[config.mk]
export PLATFORM = sky130hd
export DESIGN_NAME = rgb_to_hsl_converter
export DESIGN_NICKNAME = d
export VERILOG_FILES = /design/src/rtl/rhsl_pkg.sv /design/src/rtl/rhsl_front.sv /design/src/rtl/rhsl_cell.sv /design/src/rtl/rgb_to_hsl_converter.sv
export VERILOG_INCLUDE_DIRS = /design/src /design/src/rtl
export SDC_FILE = /design/constraint.sdc
export NUM_CORES = 1
export LEC_CHECK = 0
export BUFFER_PORTS_ARGS = -buffer_cell sky130_fd_sc_hd__buf_2
export CAP_MARGIN = 40
export CORE_ASPECT_RATIO = 0.5
export CORE_UTILIZATION = 44
export CTS_CLUSTER_SIZE = 28
export DETAILED_ROUTE_END_ITERATION = 7
export GPL_TIMING_DRIVEN = 1
export PLACE_DENSITY = 0.68
export SYNTH_ARGS = -nofsm -noshare
export SYNTH_HDL_FRONTEND = slang
export SYNTH_SLANG_ARGS = --single-unit
[constraint.sdc]
create_clock -name i_clk -period 18.5 [get_ports i_clk]
set_clock_uncertainty 0.05 [all_clocks]
set_input_delay 2.775 -clock i_clk [delete_from_list [all_inputs] [get_ports i_clk]]
set_output_delay 2.775 -clock i_clk [all_outputs]
set_load 0.05 [all_outputs]
[src/rtl/rgb_to_hsl_converter_macros.svh]
//------------------------------------------------------------------------------
// RGB to HSL converter assertion macros
// Concurrent assertion helpers, clocked on i_clk and held off during reset.
//------------------------------------------------------------------------------
`ifndef RGB_TO_HSL_CONVERTER_MACROS_SVH
`define RGB_TO_HSL_CONVERTER_MACROS_SVH

`ifndef SYNTHESIS
`define RHSL_ASSERT_IMPL(lbl, ante, cons) \
    lbl: assert property (@(posedge i_clk) disable iff (!i_rst_n) (ante) |-> (cons)) \
        else $error("rhsl assertion failed");
`define RHSL_ASSERT_NEXT(lbl, ante, cons) \
    lbl: assert property (@(posedge i_clk) disable iff (!i_rst_n) (ante) |=> (cons)) \
        else $error("rhsl assertion failed");
`else
`define RHSL_ASSERT_IMPL(lbl, ante, cons)
`define RHSL_ASSERT_NEXT(lbl, ante, cons)
`endif

`endif

[src/rtl/rhsl_pkg.sv]
//------------------------------------------------------------------------------
// RGB to HSL package
// Shared types, constants and the divider step used by every cell.
//------------------------------------------------------------------------------
package rhsl_pkg;

    localparam int unsigned NUM_CELLS  = 8;
    localparam logic [7:0]  SAT_SCALE  = 8'd240;
    localparam logic [5:0]  HUE_SCALE  = 6'd40;
    // floor(8*s/17) == (s * 30848) >> 16 for s <= 510
    localparam logic [14:0] LIGHT_RECIP = 15'd30848;

    // partial remainder, dividend bits shifting out / quotient bits shifting in
    typedef struct packed {
        logic [7:0] rem;
        logic [7:0] acc;
        logic [7:0] den;
    } t_lane;

    typedef struct packed {
        t_lane      sat;
        t_lane      hue;
        logic [7:0] light;
    } t_cell_data;

    function automatic t_lane f_div_step(input t_lane x);
        logic [8:0] t;
        logic [8:0] diff;
        logic       qbit;
        t_lane      y;
        t    = {x.rem, x.acc[7]};
        diff = t - {1'b0, x.den};
        qbit = (t >= {1'b0, x.den});
        y.den = x.den;
        y.rem = qbit ? diff[7:0] : t[7:0];
        y.acc = {x.acc[6:0], qbit};
        return y;
    endfunction

endpackage

[src/rtl/rhsl_front.sv]
//------------------------------------------------------------------------------
// RGB to HSL front stage
// Max/min, lightness and the dividends and divisors for both divider chains.
//------------------------------------------------------------------------------
module rhsl_front import rhsl_pkg::*; (
    input  logic       i_clk,
    input  logic       i_rst_n,
    input  logic       i_valid,
    output logic       o_ready,
    input  logic [7:0] i_red,
    input  logic [7:0] i_green,
    input  logic [7:0] i_blue,
    output logic       o_valid,
    input  logic       i_ready,
    output t_cell_data o_data
);

    logic        r_valid;
    t_cell_data  r_data;
    t_cell_data  n_data;
    logic [7:0]  mx, mn, d;
    logic [8:0]  s;
    logic [8:0]  sden;
    logic [10:0] n;
    logic [15:0] sat_div, hue_div;
    logic [23:0] lprod;

    assign o_ready = !r_valid || i_ready;
    assign o_valid = r_valid;
    assign o_data  = r_data;

    always_comb begin
        mx = (i_red > i_green) ? i_red : i_green;
        mx = (mx > i_blue) ? mx : i_blue;
        mn = (i_red < i_green) ? i_red : i_green;
        mn = (mn < i_blue) ? mn : i_blue;
        d  = mx - mn;
        s  = {1'b0, mx} + {1'b0, mn};
        sden = (s <= 9'd255) ? s : (9'd510 - s);
        if (i_red == mx) begin
            n = (i_green == mn) ? (11'd5 * {3'b0, d} + {3'b0, mx - i_blue})
                                : ({3'b0, d} - {3'b0, mx - i_green});
        end else if (i_green == mx) begin
            n = (i_blue == mn) ? ({3'b0, d} + {3'b0, mx - i_red})
                               : (11'd3 * {3'b0, d} - {3'b0, mx - i_blue});
        end else begin
            n = (i_red == mn) ? (11'd3 * {3'b0, d} + {3'b0, mx - i_green})
                              : (11'd5 * {3'b0, d} - {3'b0, mx - i_red});
        end
        sat_div = {8'b0, d} * {8'b0, SAT_SCALE};
        hue_div = {5'b0, n} * {10'b0, HUE_SCALE};
        lprod   = {15'b0, s} * {9'b0, LIGHT_RECIP};
        if (d == 8'd0) begin
            n_data.sat = '{rem: 8'd0, acc: 8'd0, den: 8'd1};
            n_data.hue = '{rem: 8'd0, acc: 8'd0, den: 8'd1};
        end else begin
            n_data.sat = '{rem: sat_div[15:8], acc: sat_div[7:0], den: sden[7:0]};
            n_data.hue = '{rem: hue_div[15:8], acc: hue_div[7:0], den: d};
        end
        n_data.light = lprod[23:16];
    end

    always_ff @(posedge i_clk) begin
        if (!i_rst_n) begin
            r_valid <= 1'b0;
        end else if (o_ready) begin
            r_valid <= i_valid;
        end
        if (o_ready && i_valid) begin
            r_data <= n_data;
        end
    end

endmodule

[src/rtl/rhsl_cell.sv]
//------------------------------------------------------------------------------
// RGB to HSL divider cell
// One restoring step for the saturation and hue quotients, one stage deep.
//------------------------------------------------------------------------------
`include "rgb_to_hsl_converter_macros.svh"

module rhsl_cell import rhsl_pkg::*; (
    input  logic       i_clk,
    input  logic       i_rst_n,
    input  logic       i_valid,
    output logic       o_ready,
    input  t_cell_data i_data,
    output logic       o_valid,
    input  logic       i_ready,
    output t_cell_data o_data
);

    logic       r_valid;
    t_cell_data r_data;
    t_cell_data n_data;

    assign o_ready = !r_valid || i_ready;
    assign o_valid = r_valid;
    assign o_data  = r_data;

    always_comb begin
        n_data.sat   = f_div_step(i_data.sat);
        n_data.hue   = f_div_step(i_data.hue);
        n_data.light = i_data.light;
    end

    always_ff @(posedge i_clk) begin
        if (!i_rst_n) begin
            r_valid <= 1'b0;
        end else if (o_ready) begin
            r_valid <= i_valid;
        end
        if (o_ready && i_valid) begin
            r_data <= n_data;
        end
    end

    `RHSL_ASSERT_IMPL(a_sat_rem, i_valid, i_data.sat.rem < i_data.sat.den)
    `RHSL_ASSERT_IMPL(a_hue_rem, i_valid, i_data.hue.rem < i_data.hue.den)
    `RHSL_ASSERT_NEXT(a_take, i_valid && o_ready, o_valid && (r_data == $past(n_data)))

endmodule

[src/rtl/rgb_to_hsl_converter.sv]
//------------------------------------------------------------------------------
// RGB to HSL converter
// Pixel stream converter, 8-bit RGB in, hue/saturation/lightness on 0..240 out.
//------------------------------------------------------------------------------
// Input channel s_axis carries one pixel per request: red, green, blue.
// Output channel m_axis carries hue, saturation and lightness, each 0..240,
// exact truncated values. Grey pixels give hue 0 and saturation 0.
// The pipe is one front stage (max/min, lightness, dividends) and
// a row of 8 divider cells, each retiring one quotient bit of both the
// saturation and hue divisions.
// Throughput is one pixel per cycle while m_axis_tready is high; every stage holds one pixel.
// Each stage has its own valid bit and takes a new pixel whenever it is
// empty or its neighbor takes its pixel, so bubbles close up while the
// receiver stalls; a full pipe of 9 pixels then holds s_axis_tready low.
// Reset (synchronous, i_rst_n low) empties the pipe; no data is lost
// beyond what was in flight.
//------------------------------------------------------------------------------
module rgb_to_hsl_converter import rhsl_pkg::*; (
    input  logic        i_clk,
    input  logic        i_rst_n,
    input  logic        s_axis_tvalid,
    output logic        s_axis_tready,
    input  logic [23:0] s_axis_tdata,  // red [7:0], green [15:8], blue [23:16]
    output logic        m_axis_tvalid,
    input  logic        m_axis_tready,
    output logic [23:0] m_axis_tdata   // hue [7:0], saturation [15:8], lightness [23:16]
);

    logic       valid [NUM_CELLS+1];
    logic       ready [NUM_CELLS+1];
    t_cell_data data  [NUM_CELLS+1];

    rhsl_front u_front (
        .i_clk   (i_clk),
        .i_rst_n (i_rst_n),
        .i_valid (s_axis_tvalid),
        .o_ready (s_axis_tready),
        .i_red   (s_axis_tdata[7:0]),
        .i_green (s_axis_tdata[15:8]),
        .i_blue  (s_axis_tdata[23:16]),
        .o_valid (valid[0]),
        .i_ready (ready[0]),
        .o_data  (data[0])
    );

    for (genvar k = 0; k < NUM_CELLS; k++) begin : g_cell
        rhsl_cell u_cell (
            .i_clk   (i_clk),
            .i_rst_n (i_rst_n),
            .i_valid (valid[k]),
            .o_ready (ready[k]),
            .i_data  (data[k]),
            .o_valid (valid[k+1]),
            .i_ready (ready[k+1]),
            .o_data  (data[k+1])
        );
    end

    assign ready[NUM_CELLS] = m_axis_tready;
    assign m_axis_tvalid    = valid[NUM_CELLS];
    assign m_axis_tdata     = {data[NUM_CELLS].light, data[NUM_CELLS].sat.acc,
                               data[NUM_CELLS].hue.acc};

endmodule
Word-level counts from Yosys, hierarchy flattened

Cells that the tools add are included.

Add/sub/neg operators: 26
Multipliers: 5
Magnitude comparators: 21
Equality and inequality tests: 5
Muxes and demuxes: 24
Reductions and logical operators: 28

Operator list:

| operator                                            | number |
|---|---|
| 2-to-1 mux 8 bit                                    | 19 |
| greater-or-equal comparator 9 x 8 -> 1 bit          | 16 |
| subtractor 8 bit                                    | 18 |
| 2-to-1 mux 11 bit                                   | 5 |
| == test 8 bit                                       | 5 |
| adder 8 x 8 -> 9 bit                                | 2 |
| multiplier 9 x 8 -> 17 bit, second input constant   | 1 |
| > comparator 8 bit                                  | 2 |
| less-than comparator 8 bit                          | 2 |
| multiplier 11 x 3 -> 13 bit, second input constant  | 1 |
| multiplier 8 x 4 -> 12 bit, second input constant   | 1 |
| adder 10 x 8 -> 11 bit                              | 1 |
| adder 11 x 8 -> 11 bit                              | 1 |
| multiplier 3 x 8 -> 11 bit, first input constant    | 1 |
| subtractor 10 x 8 -> 11 bit                         | 1 |
| subtractor 11 x 8 -> 11 bit                         | 1 |
| multiplier 2 x 8 -> 10 bit, first input constant    | 1 |
| <= comparator 9 x 8 -> 1 bit, second input constant | 1 |
| logical AND 1 bit                                   | 9 |
| zero test 1 bit                                     | 9 |
| logical OR 1 bit                                    | 9 |
| subtractor 8 x 8 -> 9 bit                           | 1 |
| zero test 8 bit                                     | 1 |
| subtractor 8 bit, first input constant              | 1 |

Register bits: 481
Bits of input ports: 28
Output and inout port bits: 26
Logic and storage cells: 179

Depth between registers and ports, before layout

Gate-level depths: netlist of run 1.

Depth after elaboration: 11
Gate-level depth with buffers: 49
Mapped depth without buffers: 46

Modules after synthesis

Synthesis of run 1 repeated with hierarchy kept, for this count alone.

Cells, all modules: 2737
Area total of the unflattened synthesis: 32165.8 um2

By module, submodules not included:

| module                            | times used | cells an instance | area an instance (um2) |
|---|---|---|---|
| rhsl_cell at g_cell[3].u_cell ... | 4          | 192               | 2743.9 |
| rhsl_front                        | 1          | 1212              | 10313.6 |
| rhsl_cell at g_cell[0].u_cell ... | 3          | 187               | 2723.9 |
| rhsl_cell at g_cell[7].u_cell     | 1          | 196               | 2705.1 |

Worst setup path after synthesis of run 1

Ideal clock, no wire load.

Kind: input port to flip-flop
Start point: input port s_axis_tdata[9]
End point: register u_front.r_data, in the netlist u_front.o_data[31] (data pin)
Library setup time: 0.131 ns
Data arrival time: 11.855 ns
Required time: 18.319 ns
Slack: 6.464 ns
Stages on the path: 43
Buffers on the path: 0
Cells stage by stage: inv_1 ha_1 nor2b_1 o211a_4 o21a_2 nor2_4 mux2i_1 ha_1 a211o_1 a211oi_2 o31ai_4 o21ai_4 mux2i_1 inv_1 ha_1 o21bai_1 a31o_2 xnor2_1 (+7 left out) inv_1 o21bai_1 a21oi_1 o21bai_1 maj3_1 xnor2_1 a21oi_1 a32o_1 ha_1 ha_1 inv_1 o21bai_1 a21oi_1 nor2b_1 o21ai_0 nand2b_1 or4_1 nand2_1

Cells in the longest elaborated chain, start to end: 11
Elaborated cells between the ends (all ways): 32

Ends and longest elaborated chain:

| item                                                                            | line                               | source |
|---|---|---|
| from (decl)                                                                     | rgb_to_hsl_converter.sv:23         | `input logic [23:0] s_axis_tdata,` |
| > comparator 8 bit / less-than comparator 8 bit (equally long branches)         | rhsl_front.sv:33, rhsl_front.sv:35 |  |
| 2-to-1 mux 8 bit (on tied branches)                                             | rhsl_front.sv:33, rhsl_front.sv:35 |  |
| > comparator 8 bit / less-than comparator 8 bit (equally long branches)         | rhsl_front.sv:34, rhsl_front.sv:36 |  |
| 2-to-1 mux 8 bit (on tied branches)                                             | rhsl_front.sv:34, rhsl_front.sv:36 |  |
| subtractor 8 bit *                                                              | rhsl_front.sv:37                   | `d = mx - mn;` |
| named net u_front.d[3]                                                          | rhsl_front.sv:21                   | `logic [7:0] mx, mn, d;` |
| multiplier 3 x 8 -> 11 bit / multiplier 2 x 8 -> 10 bit (equally long branches) | n/a                                |  |
| subtractor 11 x 8 -> 11 bit (tied with other cells)                             | rhsl_front.sv:48                   | `: (11'd5 * {3'b0, d} - {3'b0, mx - i_red});` |
| 2-to-1 mux 11 bit (on tied branches)                                            | rhsl_front.sv:47, rhsl_front.sv:44 |  |
| 2-to-1 mux 11 bit                                                               | rhsl_front.sv:43                   | `end else if (i_green == mx) begin` |
| 2-to-1 mux 11 bit                                                               | rhsl_front.sv:40                   | `if (i_red == mx) begin` |
| multiplier 11 x 3 -> 13 bit                                                     | rhsl_front.sv:51                   | `hue_div = {5'b0, n} * {10'b0, HUE_SCALE};` |
| to (signal assigned)                                                            | rhsl_front.sv:70                   | `r_data <= n_data;` |
| to (decl)                                                                       | rhsl_front.sv:19                   | `t_cell_data r_data;` |

Mark *: on every way through the listed nets, which the timed path passes. The rest lies on a longest branch.
A chain may end at the register's enable or synchronous reset.

Worst setup path after layout of run 1

Ends and elaborated chain as after synthesis.

==> flow_summary.toml, run 1 <==
[drt]
drc_errors = 0
ant_nets = 0
wl_um = 50250
vias = 17081
avgRoutedWirePerCell_um = 14.92
drt_iter0_drc = 983
vias_per_cell = 5.072
firstDrtPassIters = 5

[job]
maxCapViolations = 0

[global_route]
grt_max_degree = 54
grt_overflow_total = 0
grt_pass1_wl_um = 84350
grt_pass1_vias = 17511
groute.usage.overall_pct = 16.26
grt_antenna_before_repair = 0

[timing]
period_needed_ps = 13100
fin_setup_tns_ps = 0
relSlewSlack_pct = 41.59
slew_viol_final = 0
worst_pin_slew_ps = 874.4
hold_violations = 0
period_share_pct = 70.84
rsz0062_at_grt = "false"
fmax_mhz = 76.31
setup_viol = 0

[synthesis]
synth_cell_types = 73
ys_seq_area_share_pct = 46.32
synth_nets = 2856
synth_area_mm2 = 0.02742
avgSynthCellArea_um2 = 11.20
synth_seq_cells = 426
synth_edf_count = 417
synth_warnings = 0
syn_inst = 2449
async_flop_share_pct = 0
synth_top_flop_cell = "edfxtp_1"

[clock_network]
post-cts-setup-buffers = 0
tritoncts = "done"
ctsHoldBuffers = 0
htreeDepth = 2
cts_buffers = 43
cts_buffer_depth = 3
clock-root-buffer = "clkbuf_16"
path_clk_slew_ps = 60
cts_resized = 0
clk_latency_ps = 550
cts.sinks = 426

[die]
core_mm2 = 0.06134
ioPinCount = 54
dieArea_mm2 = 0.06338
rows = 64
start_util_pct = 44.70
die_w_um = 355.0
die_h_um = 178.5

[final_layout]
nNetsFinal = 2919
fill_cells = 5471
final_cell_mix = "edfxtp_1, ha_1, inv_1"
final_common_cell = "edfxtp_1"
diodes = 0
drive_above_1_share_pct = 7.157
area_growth_pct = 9.609

[setup_path]
crit_fanout = 15
crit_type = "input port to register"
cp_slowest_stage_delay_ps = 640
reg2reg_setup_slack_ps = 15020
cpMaxStageDelayCell = "and2_0"
critPathCaptureType = "register"
cpMostUsedCell = "ha_1"
cp.required_ps = 18860
cp_top_family = "compound AO/OA/AOI/OAI gates"
cp.arrival_ps = 13470
cp_num_buf_inv = 6
cp-start-kind = "input port"

[worst_hold_path]
hold_class = "register to register"

[placed_design]
io_buffers = 53
dp_hpwl_um = 39670
routabilityCongestion = 0.8909

[run_status]
status = "completed"
==> synth_stat cells, types with 55 or more instances <==
cell type | instances | share of area, %
nand2_1 | 136 | 1.9
ha_1 | 324 | 15
edfxtp_1 | 417 | 46
xor2_1 | 56 | 1.8
a21o_1 | 73 | 2.0
o21ai_0 | 182 | 3.3
nor2_1 | 126 | 1.7
a21oi_1 | 112 | 2.0
nor2b_1 | 61 | 1.4
inv_1 | 314 | 4.3
fa_1 | 55 | 4.0
xnor2_1 | 121 | 3.9
==> stage by stage <==
| stage | cells | utilization [%] | worst slack (ps) | hold slack (ps) | area (um^2) |
|---|---|---|---|---|---|
| CTS | 3368 | 49.00 | 5505 | 366.5 | 30060 |
| finish | 3368 | 49.00 | 5395 | 362.4 | 30060 |
| global placement | 3289 | 46.69 | 5220 | 351.8 | 28640 |
| floorplan | 2449 | - | 6464 | 350.3 | 27420 |
| global route | 3368 | 49.00 | 4390 | 370.4 | 30060 |
| detailed placement | 3292 | 46.73 | 4943 | 354.5 | 28660 |
==> flip-flops by register name, summed over array words and instances, names as in the netlist <==
name                   count
g_cell.u_cell.o_data     369
g_cell.u_cell.o_valid      8
u_front.o_data            48
u_front.o_valid            1
==> metal layers <==
layer	track usage [%]	part of all wire, %	wire (um)
met5	0	0	0
met4	4.418	2.2	1118
met3	1.923	3.2	1594
met2	29.69	48	24210
met1	20.33	46	23330
==> logic make-up after synthesis <==
group,Yosys count,share of synthesized area (%)
AO/OA/AOI/OAI,531,12.34
XOR/XNOR,183,6.219
adder cells (fa/ha/maj),382,18.91
buffers and inverters,370,5.398
flip-flops,426,46.32
multiplexers,30,1.218
AND/OR/NAND/NOR,527,9.591
==> cell type report <==
| class | count | area [um^2] | share of cell area (%) |
|---|---|---|---|
| Inverter | 316 | 1186 | 3.946 |
| Multi-Input combinational cell | 1653 | 13330 | 44.36 |
| Sequential cell | 426 | 12700 | 42.26 |
| Tap cell | 825 | 1032 | 3.434 |
| Timing Repair Buffer | 72 | 407.9 | 1.357 |
| Clock inverter | 26 | 282.8 | 0.9408 |
| Clock buffer | 50 | 1112 | 3.701 |
==> path summary, 6_finish.rpt <==
path,startpoint,end,depth (start not counted)
max,s_axis_tdata[9],u_front.o_data[31]$_SDFFCE_PN0P_,44
min,g_cell[1].u_cell.o_data[22]$_DFFE_PP_,g_cell[2].u_cell.o_data[23]$_DFFE_PP_,0
max reg2reg,g_cell[2].u_cell.o_data[33]$_DFFE_PP_,g_cell[3].u_cell.o_data[48]$_DFFE_PP_,14
min reg2reg,g_cell[1].u_cell.o_data[22]$_DFFE_PP_,g_cell[2].u_cell.o_data[23]$_DFFE_PP_,0
Power of run 1 is not shown: default switching activity piles up to over one toggle a cycle in this logic, so the estimate is an artifact.
==> run 2, diff against run 1 <==
Settings changed: PLACE_DENSITY 0.68 to 0.71.
Clock period 18.5 ns to 11.3 ns, I/O delays scaled along.
==> run 2 against run 1 <==
  * Flip-flop and latch count unchanged
  * Wire length increased by 1.2%
  * Highest routed layer unchanged
  * First-iteration DRC count increased by 5.6%
  * Global-route usage increased by 0.083 points
  * Register-to-register slack got worse by 7300 ps
  * Cell area increased by 0.91%
  * Non-clock buffer count increased by 33
  * Critical endpoint unchanged
  * Sequential share of layout area decreased by 0.38 points
  * Cell count increased by 1.1%
  * Worst setup slack got worse by 4800 ps
==> flow_summary.toml, run 2 (synthesis gave the netlist of run 1 again) <==
[setup_path]
crit_type = "input port to register"
cp.required_ps = 11660
cpMostUsedCell = "ha_1"
critPathCaptureType = "register"
crit_fanout = 8
cp_slowest_stage_delay_ps = 440
cp.arrival_ps = 11030
cpMaxStageDelayCell = "mux2i_1"
rr_worst_depth = 14
cp-start-kind = "input port"

[die]
die_h_um = 178.5
core_mm2 = 0.06134
start_util_pct = 44.70
rows = 64
die_w_um = 355.0
dieArea_mm2 = 0.06338
ioPinCount = 54

[global_route]
grt_pass1_vias = 17241
grt_pass1_wl_um = 84010
grt_antenna_before_repair = 0
groute.usage.overall_pct = 16.34
grt_overflow_total = 0
grt_max_degree = 54

[drt]
drt_iter0_drc = 1038
vias = 17278
drc_errors = 0
firstDrtPassIters = 5
wl_um = 50840
ant_nets = 0
vias_per_cell = 5.076
avgRoutedWirePerCell_um = 14.94

[timing]
fmax_mhz = 93.69
hold_violations = 0
slew_viol_final = 0
setup_viol = 0
fin_setup_tns_ps = 0
period_share_pct = 94.45
relSlewSlack_pct = 38.45
setup_slack_ps = 626.9
rsz0062_at_grt = "false"
worst_pin_slew_ps = 921.3
period_needed_ps = 10670

[final_layout]
area_growth_pct = 10.61
final_cell_mix = "edfxtp_1, ha_1, inv_1"
fill_cells = 5448
diodes = 0
final_common_cell = "edfxtp_1"
drive_above_1_share_pct = 8.569
fin_util_pct = 49.45
largest_reg_flops = 369
nNetsFinal = 2952

[clock_network]
path_clk_slew_ps = 60
clock-root-buffer = "clkbuf_16"
htreeDepth = 2
tritoncts = "done"
clk_latency_ps = 550
cts_buffers = 43
cts_buffer_depth = 3
cts.sinks = 426

[placed_design]
dp_hpwl_um = 40570
routabilityCongestion = 0.9531
io_buffers = 53
dp_slack_ps = 170.0

[worst_hold_path]
hold_path_depth = 0
hold_class = "register to register"

[job]
maxCapViolations = 0

[run_status]
status = "completed"
[run 2: changes by cell type in the layout (fill, tap and decap cells not counted), sizes merged]
cell      delta
clkinv       -1
clkinvlp     +4
buf         +33
clkbuf       +1
bufinv       -1
[run 2: path summary, 6_finish.rpt]
check                                                            from                                    end  slack [ps]
worst min-delay path            g_cell[3].u_cell.o_data[40]$_DFFE_PP_  g_cell[4].u_cell.o_data[41]$_DFFE_PP_         360
worst max-delay path                                  s_axis_tdata[9]       u_front.o_data[31]$_SDFFCE_PN0P_         630
worst min register to register  g_cell[3].u_cell.o_data[40]$_DFFE_PP_  g_cell[4].u_cell.o_data[41]$_DFFE_PP_         360
worst max register to register  g_cell[2].u_cell.o_data[33]$_DFFE_PP_  g_cell[3].u_cell.o_data[54]$_DFFE_PP_        7750
[run 2: worst max-delay path: cells and delay by family]
| family | cells | cell delay [ps] |
|---|---|---|
| adder cells (fa/ha/maj) | 7 | 2220 |
| multiplexers | 3 | 1070 |
| XOR/XNOR | 2 | 340 |
| buffers and inverters | 8 | 1030 |
| AND/OR/NAND/NOR | 8 | 1320 |
| AO/OA/AOI/OAI | 14 | 3340 |
[run 2: metal layers]
layer | vias up | part of all wire (%) | global-route usage [%]
li1 | 8823 | - | -
met1 | 8088 | 45 | 20.22
met2 | 270 | 48 | 29.61
met3 | 97 | 3.5 | 2.179
met4 | 0 | 2.8 | 5.119
met5 | - | 0 | 0
[run 2: final cells by class]
class / instances / area, um^2 / share of cell area [%]
Clock buffer: 51 / 1127 / 3.717
Clock inverter: 28 / 267.8 / 0.8828
Inverter: 316 / 1186 / 3.911
Multi-Input combinational cell: 1653 / 13340 / 44.00
Sequential cell: 426 / 12700 / 41.88
Tap cell: 825 / 1032 / 3.403
Timing Repair Buffer: 105 / 670.6 / 2.211
[run 2: repair_timing]
action	CTS	global route
gates resized for setup	0	2
endpoints found under the setup margin	0	1
hold buffers	0	0
buffers inserted	0	0
[run 2: per-stage QoR]
stage          hold WS (ps)  area [um^2]  std cells
4_1_cts               362.3        30320       3404
6_report              363.3        30330       3404
3_5_place_dp          354.5        28920       3325
2_1_floorplan         350.3        27420       2449
3_3_place_gp          351.9        28890       3322
5_1_grt               364.9        30330       3404
Power of run 2 is left out for the same reason.
==> run 3, diff against run 2 <==
Settings changed: CELL_PAD_IN_SITES_DETAIL_PLACEMENT from default to 0, CELL_PAD_IN_SITES_GLOBAL_PLACEMENT from default to 2, CORE_UTILIZATION 44 to 40, PLACE_DENSITY 0.71 to 0.87.
==> run 3 against run 2 <==
  * Worst hold slack is essentially flat
  * Cell area grew 0.59%
  * Flip-flop and latch count is the same
  * First-iteration DRC count shrank 27%
  * Critical path depth grew 3
  * Critical endpoint unchanged
==> flow_summary.toml, run 3 (synthesis gave the netlist of run 1 again) <==
[clock_network]
htreeDepth = 2
cts_buffer_depth = 3
cts.sinks = 426
clk_latency_ps = 570
clock-root-buffer = "clkbuf_16"
tritoncts = "done"
cts_buffers = 43
path_clk_slew_ps = 60

[final_layout]
nNetsFinal = 2958
area_growth_pct = 11.26
final-seq-area_mm2 = 0.01270
largest_reg_flops = 369
drive_above_1_share_pct = 8.623
final_cell_mix = "edfxtp_1, ha_1, inv_1"
fill_cells = 6252
final_common_cell = "edfxtp_1"
diodes = 0
multi_input_area_mm2 = 0.01334

[setup_path]
crit_fanout = 13
cp.arrival_ps = 11010
cp.required_ps = 11690
cpMostUsedCell = "ha_1"
critPathCaptureType = "register"
cpMaxStageDelayCell = "fa_1"
cp-start-kind = "input port"
cp_top_family = "compound AO/OA/AOI/OAI gates"
crit_type = "input port to register"
cp_slowest_stage_delay_ps = 490
cp_num_buf_inv = 8
reg2reg_setup_slack_ps = 7850

[global_route]
grt_pass1_wl_um = 85700
busiest_layer = "met2"
grt_overflow_total = 0
grt_use_met3_pct = 2.008
use_met1_pct = 19.57
groute.usage.overall_pct = 15.12
grt_pass1_vias = 17208
grt_antenna_before_repair = 0
grtUsageMet2_pct = 25.80
grt_max_degree = 54

[placed_design]
routabilityCongestion = 0.9104
io_buffers = 53
dp_hpwl_um = 41540

[die]
start_util_pct = 40.68
die_h_um = 187.1
dieArea_mm2 = 0.06967
rows = 67
ioPinCount = 54
core_mm2 = 0.06740
die_w_um = 372.3

[job]
maxCapViolations = 0

[drt]
avgRoutedWirePerCell_um = 14.81
ant_nets = 0
firstDrtPassIters = 5
drc_errors = 0
drt_iter0_drc = 761
wl_um = 51570
vias = 17124
vias_per_cell = 4.916

[timing]
relSlewSlack_pct = 39.50
fin_setup_tns_ps = 0
slew_viol_final = 0
fmax_mhz = 94.15
period_needed_ps = 10620
period_share_pct = 94.00
hold_violations = 0
setup_viol = 0
worst_pin_slew_ps = 905.6
rsz0062_at_grt = "false"

[worst_hold_path]
hold_class = "register to register"

[run_status]
status = "completed"
[run 3: cell count changes in the layout (fill, tap and decap cells not counted), sizes merged]
| cell | before | now |
|---|---|---|
| bufinv | 4 | 6 |
| buf | 105 | 111 |
| clkinv | 17 | 18 |
| clkinvlp | 5 | 3 |
[run 3: final timing paths]
| check | startpoint | end | cells past startpoint |
|---|---|---|---|
| min | u_front.o_data[1]$_DFFE_PP_ | g_cell[0].u_cell.o_data[1]$_DFFE_PP_ | 0 |
| max | s_axis_tdata[9] | u_front.o_data[31]$_SDFFCE_PN0P_ | 45 |
| min reg2reg | u_front.o_data[1]$_DFFE_PP_ | g_cell[0].u_cell.o_data[1]$_DFFE_PP_ | 0 |
| max reg2reg | u_front.o_data[33]$_SDFFCE_PN0P_ | g_cell[0].u_cell.o_data[52]$_DFFE_PP_ | 14 |
[run 3: per-layer routing]
layer  up-vias  part of all wire, %
met5         -                    0
met4         0                  3.2
met3        99                  3.4
met2       222                   47
met1      7936                   46
li1       8867                    -
[run 3: final cells by class]
cell class / count / share of cell area (%)
clock buffer: 51 / 3.691
clock inverter: 29 / 1.095
inverter: 316 / 3.888
multi-input combinational: 1653 / 43.72
sequential: 426 / 41.63
tap: 897 / 3.679
timing repair buffer: 111 / 2.297
[run 3: worst register-to-register path, cell delays in order (launching register included)]
cell and delay, ps:
edfxtp_1 410, inv_1 60, ha_1 310, nor2b_1 130, o21ai_0 170, nand2b_1 90, and2_1 170, o21ai_0 140
nand2b_1 80, and2_1 170, o21ai_0 150, inv_1 70, o21ai_0 240, nor2b_1 720, o21ai_0 210
[run 3: repair_timing]
action	4_1_cts	5_1_grt
gates resized for setup	0	2
buffers inserted	0	5
endpoints found under the setup margin	0	1
hold buffers	0	0
[run 3: metrics by stage]
step / instance area [um^2] / std cells / utilization (%) / hold WS (ps) / setup WS [ps]
after floorplan: 27420 / 2449 / - / 350.3 / 343.9
after global placement: 28990 / 3397 / 43.02 / 351.2 / 156.0
after detailed placement: 29000 / 3398 / 43.03 / 354.5 / 120.5
after CTS: 30460 / 3478 / 45.20 / 361.8 / 658.8
after global routing: 30510 / 3483 / 45.27 / 367.3 / 38.60
final: 30510 / 3483 / 45.27 / 363.7 / 678.5
Power of run 3 is left out for the same reason.
